<file path="config.mk">
export PLATFORM = sky130hd
export DESIGN_NAME = bir_fifo
export DESIGN_NICKNAME = d
export VERILOG_FILES = /design/src/bir_fifo.sv
export SDC_FILE = /design/constraint.sdc
export NUM_CORES = 1
export LEC_CHECK = 0
export BUFFER_PORTS_ARGS = -buffer_cell sky130_fd_sc_hd__buf_2
export CAP_MARGIN = 20
export CORE_UTILIZATION = 46
export CTS_CLUSTER_DIAMETER = 100
export DETAILED_ROUTE_END_ITERATION = 8
export PLACE_DENSITY = 0.68
export SETUP_SLACK_MARGIN = 0.02
export SLEW_MARGIN = 20
export SYNTH_ARGS = -nofsm -noshare
export SYNTH_HDL_FRONTEND = slang
export SYNTH_SLANG_ARGS = --single-unit
</file>
<file path="constraint.sdc">
create_clock -name clk -period 2.9 [get_ports clk]
set_input_delay 0.145 -clock clk [delete_from_list [all_inputs] [get_ports clk]]
set_output_delay 0.145 -clock clk [all_outputs]
set_load 0.05 [all_outputs]
</file>
<file path="src/bir_fifo.sv">
// ---------------------------------------------------------------------------
// bir_fifo - small synchronous queue
// Register-based first-in first-out queue with fill count.
// ---------------------------------------------------------------------------
module bir_fifo #(
    parameter int WIDTH = 8,
    parameter int DEPTH = 4
) (
    input  logic                       clk,
    input  logic                       rst_n,
    input  logic                       wr_en,
    input  logic [WIDTH-1:0]           wr_data,
    input  logic                       rd_en,
    output logic [WIDTH-1:0]           rd_data,
    output logic                       full,
    output logic                       empty,
    output logic [$clog2(DEPTH+1)-1:0] count
);
    localparam int PW = (DEPTH > 1) ? $clog2(DEPTH) : 1;
    localparam int CW = $clog2(DEPTH + 1);

    logic [WIDTH-1:0] store_reg [DEPTH];
    logic [PW-1:0]    wr_ptr_reg, wr_ptr_next;
    logic [PW-1:0]    rd_ptr_reg, rd_ptr_next;
    logic [CW-1:0]    count_reg, count_next;
    logic             do_wr, do_rd;

    assign full    = (count_reg == CW'(DEPTH));
    assign empty   = (count_reg == '0);
    assign count   = count_reg;
    assign rd_data = store_reg[rd_ptr_reg];
    assign do_wr   = wr_en && !full;
    assign do_rd   = rd_en && !empty;

    // pointer and count update
    always_comb
    begin
        wr_ptr_next = wr_ptr_reg;
        rd_ptr_next = rd_ptr_reg;
        count_next  = count_reg;
        if (do_wr)
            wr_ptr_next = (wr_ptr_reg == PW'(DEPTH - 1)) ? '0 : wr_ptr_reg + 1'b1;
        if (do_rd)
            rd_ptr_next = (rd_ptr_reg == PW'(DEPTH - 1)) ? '0 : rd_ptr_reg + 1'b1;
        if (do_wr && !do_rd)
            count_next = count_reg + 1'b1;
        else if (do_rd && !do_wr)
            count_next = count_reg - 1'b1;
    end

    always_ff @(posedge clk or negedge rst_n)
    begin
        if (!rst_n)
        begin
            wr_ptr_reg <= '0;
            rd_ptr_reg <= '0;
            count_reg  <= '0;
        end
        else
        begin
            wr_ptr_reg <= wr_ptr_next;
            rd_ptr_reg <= rd_ptr_next;
            count_reg  <= count_next;
        end
    end

    // storage
    always_ff @(posedge clk)
    begin
        if (do_wr)
            store_reg[wr_ptr_reg] <= wr_data;
    end

endmodule

</file>
==> impl_results.md, run 1 <==
* Input/output buffers at 24
* Ant diodes at 0
* Type of the most critical hold path: in -> reg
* ANT nets after route at 0
* Clock Sinks at 39
* Synth Net Count at 98
* Largest net degree at the start of global routing at 13
* YS warnings at 0
* Fillers at 292
* CP cell instances: nor3b_4, nor2b_2, ha_1, inv_1, fa_1, xor2_1, nor2_1, xor2_1
* Core area at 0.00336 mm²
* Die W at 61.4 µm
* Final routed DRC violation total at 0
* Latest clock arrival within the worst-skew pair at 0.34 ns
* Max-slew headroom at 61.6%
* TritonCTS clock tree: built
* Largest register FFs at 32
* Final setup fails at 0
* Drt first pass iters at 4
* CP peak stage delay at 0.44 ns
* GP Congestion at 0.637
* IO Pins at 25
* Clock root buffer master: clkbuf_4
* Netlist cell types at 19
* Sequential area share after synthesis at 70.1%
* Detailed-placement wirelength estimate at 1590 µm
* Post-synthesis cell area at 0.00162 mm²
* Antenna violations before repair at 0
* Status: finished clean
* Buffers and inverters on the worst path at 1
* WP data required at around 3.2 ns
* Final setup TNS at 0 ns
* Post-CTS resize count at 0
* Fin crit share at 71.9%
* Total die area at 0.00376 mm²
* Critical path arrival at 2.35 ns
* Die outline height at 61.4 µm
* Syn avg cell area at between 20 and 25 µm²
* Mapped Cells at 79
* Synth Register Bits at 39
* RSZ-0062 raised after global routing: no
* P&R area growth vs syn at 17.0%
* First-pass GRT wire length at 3460 µm
* WL/cell at 14.7 µm
* Largest fanout on the critical path at 7
* Layout cells sized above 1 at 46.5%
* FP Rows at 21
* 1st-iter DRT viols at 14
* Crit Path Category: reg -> reg
* Routed vias at 787
* Post-CTS Setup Repair Bufs at 0
* Crit-path slowest cell: dfrtp_1
* Startpoint Class: register
* Inserted Clock Buffers at 5
* Total Routing Usage GR at 14.2%
* H-tree depth at 2
* Cell mode on critical path: xor2_1
* Max Cap Viol at 0
* Fin. Hold Viols at 0
* Global route total overflow at 0
* Number of global-route vias before repair at 737
* Clock skew at approximately 0.012 ns
* Fin crit period at 2.08 ns
* Slew Viols, Final at 0
* Critical Path Stages at 8
* Initial Util at 48.2%
* Peak Freq at 480 MHz
* Reg2Reg Depth at 8
* Via density at 4.92
* Hold depth at 1
* Crit. End Element: register
* Slew at the pin closest to its max-slew limit at 0.577 ns
* Final net count at 132
* Worst path top cell family by delay: adder cells
* Clk buf depth at 2
* Clock slew at reported path FFs at 0.11 ns
* Total Wirelength at 2350 µm
[timing repair]
item                       CTS  global route
hold endpoints to repair     9            14
hold buffers                 2             4
setup endpoints to repair    0             0
[cells in the mapped netlist]
library cell   n  area share (%)
inv_1          3            0.69
xnor2_1        1            0.54
nand2b_4       1            0.85
and2_2         4             1.9
mux2_4         2             1.9
mux4_2         8              11
nor3_1         1            0.31
nor3b_4        1             1.2
fa_1           1             1.2
dfrtp_1        7              11
buf_6          1            0.69
buf_1          1            0.23
edfxtp_1      32              59
xor2_1         2             1.1
mux2_2         3             2.1
nor2b_2        1            0.54
nor2_1         3            0.69
ha_1           6             4.6
buf_2          1            0.31
[worst register-to-register path, stage by stage (launching register included)]
cell and delay (ns):
dfrtp_1 0.44, nor3b_4 0.17, nor2b_2 0.29, ha_1 0.24, inv_1 0.06, fa_1 0.37, xor2_1 0.15, nor2_1 0.11
xor2_1 0.17
[cells by family after synthesis]
kind of cell  share of synthesized area, %
xor+xnor                              1.62
mux                                   15.1
buf+inv                               1.93
simple gates                          5.41
flops                                 70.1
fa+ha+maj                             5.87
[layer usage]
metal	vias to the layer above	part of all wire, %	track usage [%]
met5	-	0	0
met4	0	1.7	6.67
met3	6	4.4	5.88
met2	15	50	22.7
met1	397	44	17.0
li1	369	-	-
[cell usage in the layout, fill, tap and decap left out, types with 2 or more instances in the layout]
cell type,synthesis,routed
buf_2,1,24
mux4_2,8,8
and2_2,4,4
clkinv_2,0,3
dlygate4sd3_1,0,6
nor2_1,3,3
inv_1,3,3
mux2_2,3,3
clkbuf_4,0,5
dfrtp_1,7,7
xor2_1,2,2
ha_1,6,6
edfxtp_1,32,32
mux2_4,2,2
[layout make-up]
type                    instances  area [µm²]  area share [%]
flip-flops and latches         39        1140            59.9
repair buffers                 30         180            9.50
inverters                       3        11.3           0.594
clock buffers                   5        37.5            1.98
well taps                      46        57.6            3.04
clock inverters                 3        15.0           0.792
multi-input cells              34         458            24.2
[worst paths after layout]
kind | from | end | slack (ns)
setup reg to reg | count[2] | count[2] | 0.82
setup / recovery | count[2] | count[2] | 0.82
hold reg to reg | count[2] | count[2] | 0.56
min in group asynchronous | rst_n | rd_ptr_reg[0] | 0.16
hold / removal | wr_data[2] | store_reg[3][2] | 0.03
max in group asynchronous | rst_n | count[0] | 2.58
[metrics by stage]
step | utilization [%] | instance area [µm²] | hold WS, ns | instances | setup slack [ns]
6_report | 56.4 | 1900 | 0.0277 | 160 | 0.815
5_1_grt | 56.4 | 1900 | 0.00135 | 160 | 0.659
4_1_cts | 55.2 | 1860 | 0.00705 | 156 | 0.810
2_1_floorplan | - | 1630 | -0.151 | 79 | 0.163
3_5_place_dp | 53.0 | 1780 | -0.00839 | 146 | 0.848
3_3_place_gp | 53.0 | 1780 | -0.0102 | 146 | 0.955
Power of run 1 is left out: the tool's default activity adds up to more than one toggle a clock period on the data nets, which glitch-free logic cannot reach.
==> run 2, diff against run 1 <==
Settings changed: PLACE_DENSITY 0.68 to 0.7.
Clock period 2.9 ns to 1.8 ns, I/O delays scaled along.
==> impl_results.md, run 2 (same netlist as run 1, synthesis figures left out) <==
* ANT nets after route at 0
* Clock Sinks at 39
* Clk buf depth at 2
* Worst Setup Slack, final at -0.156 ns
* Largest fanout on the critical path at 3
* Clock root buffer master: clkbuf_4
* Final setup fails at 2
* Total Routing Usage GR at 16.9%
* Most frequent cells in the layout: edfxtp_1, buf_2, buf_4, dlygate4sd3_1, mux4_2
* Slew at the pin closest to its max-slew limit at 0.448 ns
* GP Congestion at 0.659
* Fin crit share at 109%
* Latest clock arrival within the worst-skew pair at ~0.33 ns
* Input/output buffers at 24
* Commonest non-fill, non-tap cell in the layout: edfxtp_1
* Violated checks: negative setup slack
* Total Wirelength at 2730 µm
* Layout cells sized above 1 at 53.5%
* Type of the most critical hold path: in -> async
* Crit Path Category: reg -> reg
* Routed vias at 844
* Via density at between 4 and 5
* Dpl cell area at about 0.0018 mm²
* Peak Freq at 511 MHz
* Fin crit period at 1.96 ns
* Critical path arrival at approximately 2.2 ns
* 1st-iter DRT viols at 26
* FP Rows at 21
* Global route total overflow at 0
* Detailed-placement wirelength estimate at about 1700 µm
* Number of global-route vias before repair at 849
* IO Pins at 25
* Post-Route M1 WL at 1160 µm
* Final routed DRC violation total at 0
* Leakage at 0.794 nW
* Total die area at ~0.0038 mm²
* Fillers at 286
* WP data required at between 2 and 2.5 ns
* Final Util at 61.1%
* Max Cap Viol at 0
* Largest net degree at the start of global routing at 12
* CP peak stage delay at 0.45 ns
* Routed met3 length at 105 µm
* Worst path top cell family by delay: adder cells
* Die W at between 60 and 70 µm
* Startpoint Class: register
* RSZ-0062 raised after global routing: yes
* First-pass GRT wire length at 4110 µm
* P per Cell Area at 1790 mW/mm²
* Crit. End Element: register
* Status: finished, violations left
* Buffers and inverters on the worst path at 2
* Initial Util at between 40% and 50%
* Drt first pass iters at 4
* P&R area growth vs syn at 26.9%
* Fin. Hold Viols at 0
* Core area at 0.00336 mm²
* Ant diodes at 0
* WL met2 at 1420 µm
* Max-slew headroom at between 70% and 80%
* H-tree depth at 2
* Inserted Clock Buffers at 5
* Setup Slack @ Placement at -0.0788 ns
* Die outline height at 61.4 µm
* Design Area, Final at roughly 0.0021 mm²
* Highest metal used: met4
* Clock skew at 0.00618 ns
* Crit-path slowest cell: dfrtp_2
* Final net count at 147
* WL/cell at 15.6 µm
* Final Total Pwr at roughly 3.7 mW
* Clock slew at reported path FFs at 0.10 ns
* Antenna violations before repair at 0
* Max IR drop VDD at 0.000916 V
* TritonCTS clock tree: built
* Slew Viols, Final at 0
* Largest register FFs at 32
* CP cell instances: buf_6, nor3b_4, nor2b_2, ha_4, inv_4, fa_2, mux2_4
-- run 2: cell count changes in the layout (fill, tap and decap cells not counted), sizes merged --
cell | previous run | this run
clkinv | 3 | 0
buf | 24 | 35
clkbuf | 5 | 9
dlygate4sd3 | 6 | 9
-- run 2: report_power, final --
part	total [mW]	switching, mW	internal (mW)	leakage, nW
Combinational	1.88	1.11	0.769	0.396
Sequential	1.40	0.162	1.24	0.371
Clock	0.404	0.248	0.156	0.0265
Total	3.68	1.52	2.16	0.794
-- run 2: per-stage QoR --
stage / setup TNS [ns] / hold WS, ns / cells
3_3_place_gp: 0 / -0.0663 / 150
2_1_floorplan: -3.55 / -0.206 / 79
4_1_cts: -0.0962 / 0.110 / 172
5_1_grt: -0.558 / 0.100 / 175
6_report: -0.251 / 0.125 / 175
3_5_place_dp: -0.0788 / -0.0678 / 150
-- run 2: path summary, 6_finish.rpt --
path                                from            end  slack [ns]  cells past startpoint
hold reg to reg            wr_ptr_reg[1]  wr_ptr_reg[1]        0.59                      1
hold / removal                     rst_n  rd_ptr_reg[0]        0.12                      2
min in group clk                   rd_en       count[0]        0.20                      4
setup / recovery                count[1]       count[1]       -0.16                      7
setup reg to reg                count[1]       count[1]       -0.16                      7
max in group asynchronous          rst_n  rd_ptr_reg[0]        1.50                      2
-- run 2: what timing repair did --
action	in CTS	in global routing
hold endpoints to repair	39	0
pin swaps	1	4
hold buffers	9	0
setup endpoints to repair	10	10
buffers inserted	5	3
gates resized for setup	5	6
-- run 2: final cells by class --
cell class                      count  area, µm²  area share, %
Sequential cell                    39       1140           55.6
Multi-Input combinational cell     34        483           23.5
Timing Repair Buffer               45        309           15.0
Tap cell                           46       57.6           2.80
Clock buffer                        8       48.8           2.37
Inverter                            3       13.8          0.670
-- run 2: routing by layer --
| layer | track usage (%) | up-vias |
|---|---|---|
| li1 | - | 402 |
| met1 | 21.0 | 422 |
| met2 | 26.9 | 15 |
| met3 | 6.51 | 5 |
| met4 | 6.67 | 0 |
| met5 | 0 | - |
No activity file was read; power rests on OpenSTA's default activity.
