**config.mk**
```make
export PLATFORM = sky130hd
export DESIGN_NAME = bir_front
export DESIGN_NICKNAME = d
export VERILOG_FILES = /design/src/bir_pkg.sv /design/src/bir_front.sv
export SDC_FILE = /design/constraint.sdc
export NUM_CORES = 2
export LEC_CHECK = 0
export BUFFER_PORTS_ARGS = -buffer_cell sky130_fd_sc_hd__buf_2
export CAP_MARGIN = 20
export CORE_MARGIN = 1
export CORE_UTILIZATION = 55
export CTS_BUF_LIST = sky130_fd_sc_hd__clkbuf_16
export DETAILED_ROUTE_END_ITERATION = 6
export GPL_TIMING_DRIVEN = 1
export PLACE_DENSITY_LB_ADDON = 0.25
export SLEW_MARGIN = 10
export SYNTH_ARGS = -nofsm -noshare
export SYNTH_HDL_FRONTEND = slang
export SYNTH_SLANG_ARGS = --single-unit
```
**constraint.sdc**
```tcl
create_clock -name clk -period 8.3 [get_ports clk]
set_input_delay 2.49 -clock clk [delete_from_list [all_inputs] [get_ports clk]]
set_output_delay 2.49 -clock clk [all_outputs]
set_load 0.01 [all_outputs]
```
**src/bir_pkg.sv**
```systemverilog
// ---------------------------------------------------------------------------
// bir_pkg - shared types and constants of the bilinear image rotator
// Item formats, register indexes, job format between front and back.
// ---------------------------------------------------------------------------
package bir_pkg;

    localparam int MAX_DIM  = 64;
    localparam int IDX_W    = 6;
    localparam int DIM_W    = 7;
    localparam int PIX_W    = 8;
    localparam int ROT_W    = 16;
    localparam int CFG_IDX_W = 3;
    localparam int CFG_DAT_W = 16;
    localparam int ADDR_W   = 2 * IDX_W;
    localparam int W_W      = 10;

    // commands
    localparam logic CMD_WRITE   = 1'b0;
    localparam logic CMD_REQUEST = 1'b1;

    // register indexes
    localparam logic [CFG_IDX_W-1:0] REG_ROT_X     = 3'd0;
    localparam logic [CFG_IDX_W-1:0] REG_ROT_Y     = 3'd1;
    localparam logic [CFG_IDX_W-1:0] REG_SRC_COLS  = 3'd2;
    localparam logic [CFG_IDX_W-1:0] REG_SRC_ROWS  = 3'd3;
    localparam logic [CFG_IDX_W-1:0] REG_DST_COLS  = 3'd4;
    localparam logic [CFG_IDX_W-1:0] REG_DST_ROWS  = 3'd5;

    // reset values
    localparam logic [ROT_W-1:0] ROT_X_RST = 16'd16384;
    localparam logic [ROT_W-1:0] ROT_Y_RST = 16'd0;
    localparam logic [DIM_W-1:0] DIM_RST   = 7'd64;

    typedef struct packed {
        logic             command;
        logic [IDX_W-1:0] row_index;
        logic [IDX_W-1:0] column_index;
        logic [PIX_W-1:0] pixel_in;
    } in_item_t;

    typedef struct packed {
        logic [IDX_W-1:0] out_row;
        logic [IDX_W-1:0] out_column;
        logic [PIX_W-1:0] pixel_out;
        logic             inside_res;
    } out_item_t;

    // classified job handed from front to back
    typedef struct packed {
        logic                  is_write;
        logic                  in_src;
        logic [IDX_W-1:0]      row;
        logic [IDX_W-1:0]      col;
        logic [PIX_W-1:0]      pixel;
        logic [IDX_W-1:0]      top;
        logic [IDX_W-1:0]      bottom;
        logic [IDX_W-1:0]      left;
        logic [IDX_W-1:0]      right;
        logic signed [W_W-1:0] wx;
        logic signed [W_W-1:0] wy;
    } job_t;

    localparam int JOB_W = $bits(job_t);
    localparam int OUT_W = $bits(out_item_t);

    // dimension register as used: zero acts as one, above MAX_DIM as MAX_DIM
    function automatic logic [DIM_W-1:0] eff_dim(input logic [DIM_W-1:0] v);
        logic [DIM_W-1:0] r;
        if (v == '0)
            r = DIM_W'(1);
        else if (v > DIM_W'(MAX_DIM))
            r = DIM_W'(MAX_DIM);
        else
            r = v;
        return r;
    endfunction

endpackage

```
**src/bir_front.sv**
```systemverilog
// ---------------------------------------------------------------------------
// bir_front - item intake and position calculation
// Holds the registers, rotates the destination position and classifies.
// ---------------------------------------------------------------------------
module bir_front (
    input  logic                              clk,
    input  logic                              rst_n,
    input  logic                              push,
    output logic                              full,
    input  bir_pkg::in_item_t                 in_item,
    input  logic                              cfg_valid,
    input  logic [bir_pkg::CFG_IDX_W-1:0]     cfg_index,
    input  logic [bir_pkg::CFG_DAT_W-1:0]     cfg_data,
    output logic                              job_valid,
    output bir_pkg::job_t                     job,
    input  logic                              job_full
);
    import bir_pkg::*;

    logic [ROT_W-1:0] rot_x_reg, rot_y_reg;
    logic [DIM_W-1:0] src_cols_reg, src_rows_reg, dst_cols_reg, dst_rows_reg;
    logic [DIM_W-1:0] sc, sr, dc, dr;
    logic             en;

    // stage 1
    logic             s1_valid_reg;
    in_item_t         s1_item_reg;
    logic             s1_out_reg;
    logic signed [7:0] s1_ax_reg, s1_ay_reg;

    // stage 2
    logic             s2_valid_reg;
    in_item_t         s2_item_reg;
    logic             s2_out_reg;
    logic signed [23:0] p_xx_reg, p_yy_reg, p_yx_reg, p_xy_reg;

    // stage 3 combinational
    logic signed [24:0] sx, sy;
    logic signed [18:0] px, py;
    logic [18:0]        pxr, pyr, xlim, ylim;
    logic [DIM_W-1:0]   right_raw, bottom_raw, left7, top7, right7, bottom7;
    logic [18:0]        wx19, wy19;
    logic               in_x, in_y;

    assign sc = eff_dim(src_cols_reg);
    assign sr = eff_dim(src_rows_reg);
    assign dc = eff_dim(dst_cols_reg);
    assign dr = eff_dim(dst_rows_reg);

    assign en   = !(s2_valid_reg && job_full);
    assign full = !en;

    // configuration registers
    always_ff @(posedge clk or negedge rst_n)
    begin
        if (!rst_n)
        begin
            rot_x_reg    <= ROT_X_RST;
            rot_y_reg    <= ROT_Y_RST;
            src_cols_reg <= DIM_RST;
            src_rows_reg <= DIM_RST;
            dst_cols_reg <= DIM_RST;
            dst_rows_reg <= DIM_RST;
        end
        else if (cfg_valid)
        begin
            unique case (cfg_index)
                REG_ROT_X:    rot_x_reg    <= cfg_data;
                REG_ROT_Y:    rot_y_reg    <= cfg_data;
                REG_SRC_COLS: src_cols_reg <= cfg_data[DIM_W-1:0];
                REG_SRC_ROWS: src_rows_reg <= cfg_data[DIM_W-1:0];
                REG_DST_COLS: dst_cols_reg <= cfg_data[DIM_W-1:0];
                REG_DST_ROWS: dst_rows_reg <= cfg_data[DIM_W-1:0];
                default: ;
            endcase
        end
    end

    // pipeline valids
    always_ff @(posedge clk or negedge rst_n)
    begin
        if (!rst_n)
        begin
            s1_valid_reg <= 1'b0;
            s2_valid_reg <= 1'b0;
        end
        else if (en)
        begin
            s1_valid_reg <= push;
            s2_valid_reg <= s1_valid_reg;
        end
    end

    // stage 1: offset from destination centre in half pixels
    always_ff @(posedge clk)
    begin
        if (en)
        begin
            s1_item_reg <= in_item;
            s1_out_reg  <= ({1'b0, in_item.row_index} >= dr) ||
                           ({1'b0, in_item.column_index} >= dc);
            s1_ax_reg   <= $signed({1'b0, in_item.column_index, 1'b1}) - $signed({1'b0, dc});
            s1_ay_reg   <= $signed({1'b0, in_item.row_index, 1'b1}) - $signed({1'b0, dr});
        end
    end

    // stage 2: rotation products
    always_ff @(posedge clk)
    begin
        if (en)
        begin
            s2_item_reg <= s1_item_reg;
            s2_out_reg  <= s1_out_reg;
            p_xx_reg    <= s1_ax_reg * $signed(rot_x_reg);
            p_yy_reg    <= s1_ay_reg * $signed(rot_y_reg);
            p_yx_reg    <= s1_ay_reg * $signed(rot_x_reg);
            p_xy_reg    <= s1_ax_reg * $signed(rot_y_reg);
        end
    end

    // stage 3: source position, bounds, neighbours and weights
    always_comb
    begin
        sx   = {p_xx_reg[23], p_xx_reg} + {p_yy_reg[23], p_yy_reg};
        sy   = {p_yx_reg[23], p_yx_reg} - {p_xy_reg[23], p_xy_reg};
        px   = $signed({5'b0, sc, 7'b0}) + $signed({sx[24], sx[24:7]});
        py   = $signed({5'b0, sr, 7'b0}) + $signed({sy[24], sy[24:7]});
        xlim = {4'b0, sc, 8'b0};
        ylim = {4'b0, sr, 8'b0};
        in_x = !px[18] && ($unsigned(px) < xlim);
        in_y = !py[18] && ($unsigned(py) < ylim);
        pxr  = $unsigned(px) + 19'd128;
        pyr  = $unsigned(py) + 19'd128;
        right_raw  = pxr[14:8];
        bottom_raw = pyr[14:8];
        left7   = (right_raw == '0) ? '0 : right_raw - 1'b1;
        top7    = (bottom_raw == '0) ? '0 : bottom_raw - 1'b1;
        right7  = (right_raw > sc - 1'b1) ? sc - 1'b1 : right_raw;
        bottom7 = (bottom_raw > sr - 1'b1) ? sr - 1'b1 : bottom_raw;
        wx19 = $unsigned(px) - 19'd128 - {4'b0, left7, 8'b0};
        wy19 = $unsigned(py) - 19'd128 - {4'b0, top7, 8'b0};

        job.is_write = (s2_item_reg.command == CMD_WRITE);
        job.in_src   = !s2_out_reg && in_x && in_y;
        job.row      = s2_item_reg.row_index;
        job.col      = s2_item_reg.column_index;
        job.pixel    = s2_item_reg.pixel_in;
        job.top      = top7[IDX_W-1:0];
        job.bottom   = bottom7[IDX_W-1:0];
        job.left     = left7[IDX_W-1:0];
        job.right    = right7[IDX_W-1:0];
        job.wx       = $signed(wx19[W_W-1:0]);
        job.wy       = $signed(wy19[W_W-1:0]);
    end

    assign job_valid = s2_valid_reg && !job_full;

endmodule

```
==> flow_summary.yaml <==
die:
  start_util_pct: 56.0
  placementRows: 85
  dieArea_um2: 56100
  io_pins: 113
  core_um2: 54100
  dieHeight_um: 237
  die_width_um: 237
setup_path:
  end_kind: "primary output"
  start_kind: "register"
  worst_path_most_repeated_cell: "a21oi_2"
  slowest_stage: "edfxtp_1"
  critPathMaxFanout: 5
  critical_path.max_stage_delay_ns: 0.42
  arrival_ns: 5.73
  required_ns: 5.81
  criticalPathCategory: "register to primary output"
route:
  drt-initial-drc-count: 1616
  vias_per_cell: 5.50
  wirelength_mm: 70.6
  via_count: 21600
  drcViolationCount: 0
  wl_per_cell_um: 18.0
  dr.pass1.iters: 5
  antenna_left: 0
clocking:
  cts_buffers: 27
  cts_tree: "built"
  insertion_delay_ns: 0.59
  htreeDepth: 1
  numClockSinks: 218
  cts.reportedPaths.clkPinSlew_ns: 0.06
  clock_path_buffers: 3
  ctsHoldBuffers: 0
  cts_root_buf: "clkbuf_16"
global_route:
  overflow: 0
  antenna_found_initial: 0
  grt_pass1_wl_mm: 115
  grt_max_degree: 93
  grt_pass1_vias: 22500
  grt_use_total_pct: 25.9
final_layout:
  final_net_count: 3978
  stdcell_count: 3923
  multiInputGateArea_um2: 22000
  fin_util_pct: 61.6
  syn2layout_area_growth_pct: 9.88
  nFillCells: 4529
  drive_above_1_share_pct: 12.4
  seq_area_um2: 6240
  antenna_cells: 0
min_path:
  hp-class: "register to register"
logic_synthesis:
  ys.warnings.count: 0
  synth_area_leaders: "fa_1 27%, edfxtp_1 15%, ha_1 13%, inv_1 7.3%, and2_1 6.6%"
  synth_top_cells_by_count: "593 x inv_1, 416 x fa_1, 320 x and2_1"
  synth_top_area_cell: "fa_1"
  yosysMostFrequentCell: "inv_1"
  ys_seq_elements: 218
  postSynth.asyncResetShare_pct: 28.4
  syn_avg_cell_area_um2: 9.78
  ys_types: 79
  syn_nets: 3872
  yosys.area.top_type_share_pct: 27.5
  netlist_instances: 3100
  syn_area_um2: 30300
  ys.flop_type: "edfxtp_1"
  synth_edf_count: 156
  ys_seq_area_share_pct: 20.6
timing:
  finClkSkew_ns: 0.0294
  setup_slack_ns: 0.0813
  fin_crit_ns: 8.22
  rsz0062_at_grt: "yes"
  slew_viol_final: 0
  hold_viol_final: 0
  slew_headroom_pct: 35.5
  tightest_slew_ns: 0.968
  fmax_mhz: 122
  fin_tns_setup_ns: 0
  finalCritPeriodShare_pct: 99.0
  setup_viol: 0
outcome:
  status: "finished clean"
placed_design:
  gp_congestion: 0.869
  placedCellCount: 3834
  io_buffers: 112
  dp_worst_setup_slack_ns: 0.0379
  place_hpwl_mm: 53.8
flow_run:
  drv_cap: 0
==> path summary, 6_finish.rpt <==
kind                                                start                     endpoint  slack [ns]  depth (start not counted)
min in group asynchronous                           rst_n  dst_cols_reg[3]$_DFFE_PN0P_        2.09                          2
worst min register to register  s1_item_reg[10]$_DFFE_PN_            job[54]$_DFFE_PN_        0.42                          0
worst min-delay path            s1_item_reg[10]$_DFFE_PN_            job[54]$_DFFE_PN_        0.42                          0
max in group asynchronous                           rst_n     rot_y_reg[1]$_DFFE_PN0P_        5.62                          2
worst max register to register     s1_ax_reg[1]$_DFFE_PN_       p_xx_reg[23]$_DFFE_PN_        1.53                         19
worst max-delay path                p_yx_reg[6]$_DFFE_PN_                      job[34]        0.08                         25
==> cells by family after synthesis <==
family          after synthesis  synth area share, %
simple gates                891                 15.6
fa+ha+maj                   727                 40.3
buf+inv                     703                 8.95
compound gates              323                 6.97
flops                       218                 20.6
xor+xnor                    169                 5.01
mux                          69                 2.56
==> cell type report <==
class | count | share of cell area [%]
Multi-Input combinational cell | 2179 | 66.0
Tap cell | 696 | 2.61
Inverter | 596 | 6.71
Clock inverter | 22 | 0.469
Sequential cell | 218 | 18.7
Timing Repair Buffer | 184 | 3.36
Clock buffer | 28 | 2.10
==> metrics by stage <==
stage	area (um2)	hold slack [ns]
final	33300	0.416
after CTS	32700	0.419
after global placement	31600	0.401
after floorplan	30300	0.400
after detailed placement	31600	0.405
after global routing	33300	0.421
==> timing repair <==
action,in CTS,in global routing
resized for setup,29,86
setup buffers,9,27
pin swaps,13,56
gates cloned,1,1
endpoints found under the setup margin,17,17
==> routing by layer <==
metal	vias up	global-route usage [%]	share of wire [%]
li1	10000	-	-
met1	10800	36.8	45
met2	654	41.1	46
met3	113	3.25	6.2
met4	0	8.54	3.4
met5	-	0	0
==> critical path, delay by kind of cell, from the launching register on <==
kind | cells | cell delay (ns)
buffers and inverters | 4 | 0.54
DFF | 1 | 0.42
and+or+nand+nor | 4 | 0.56
xor gates and xnor gates | 3 | 0.71
AOI/OAI and AO/OA | 11 | 1.97
adders and majority gates | 3 | 0.95
==> placed cells by master (no fill, tap or decap), types with 33 or more instances in the layout <==
master / Yosys / layout
inv_1: 593 / 595
a21o_1: 33 / 33
nand2b_1: 86 / 86
nand2_1: 209 / 204
dfrtp_1: 57 / 57
xnor2_1: 121 / 114
mux2_2: 58 / 58
fa_1: 416 / 414
buf_4: 20 / 67
nor2_1: 125 / 121
ha_1: 311 / 300
and2_1: 320 / 317
edfxtp_1: 156 / 156
o21ai_0: 64 / 56
a21oi_1: 96 / 81
buf_2: 0 / 113
xor2_1: 44 / 36
Power is not shown: default switching activity piles up to over one toggle a cycle in this logic, so the estimate is an artifact.
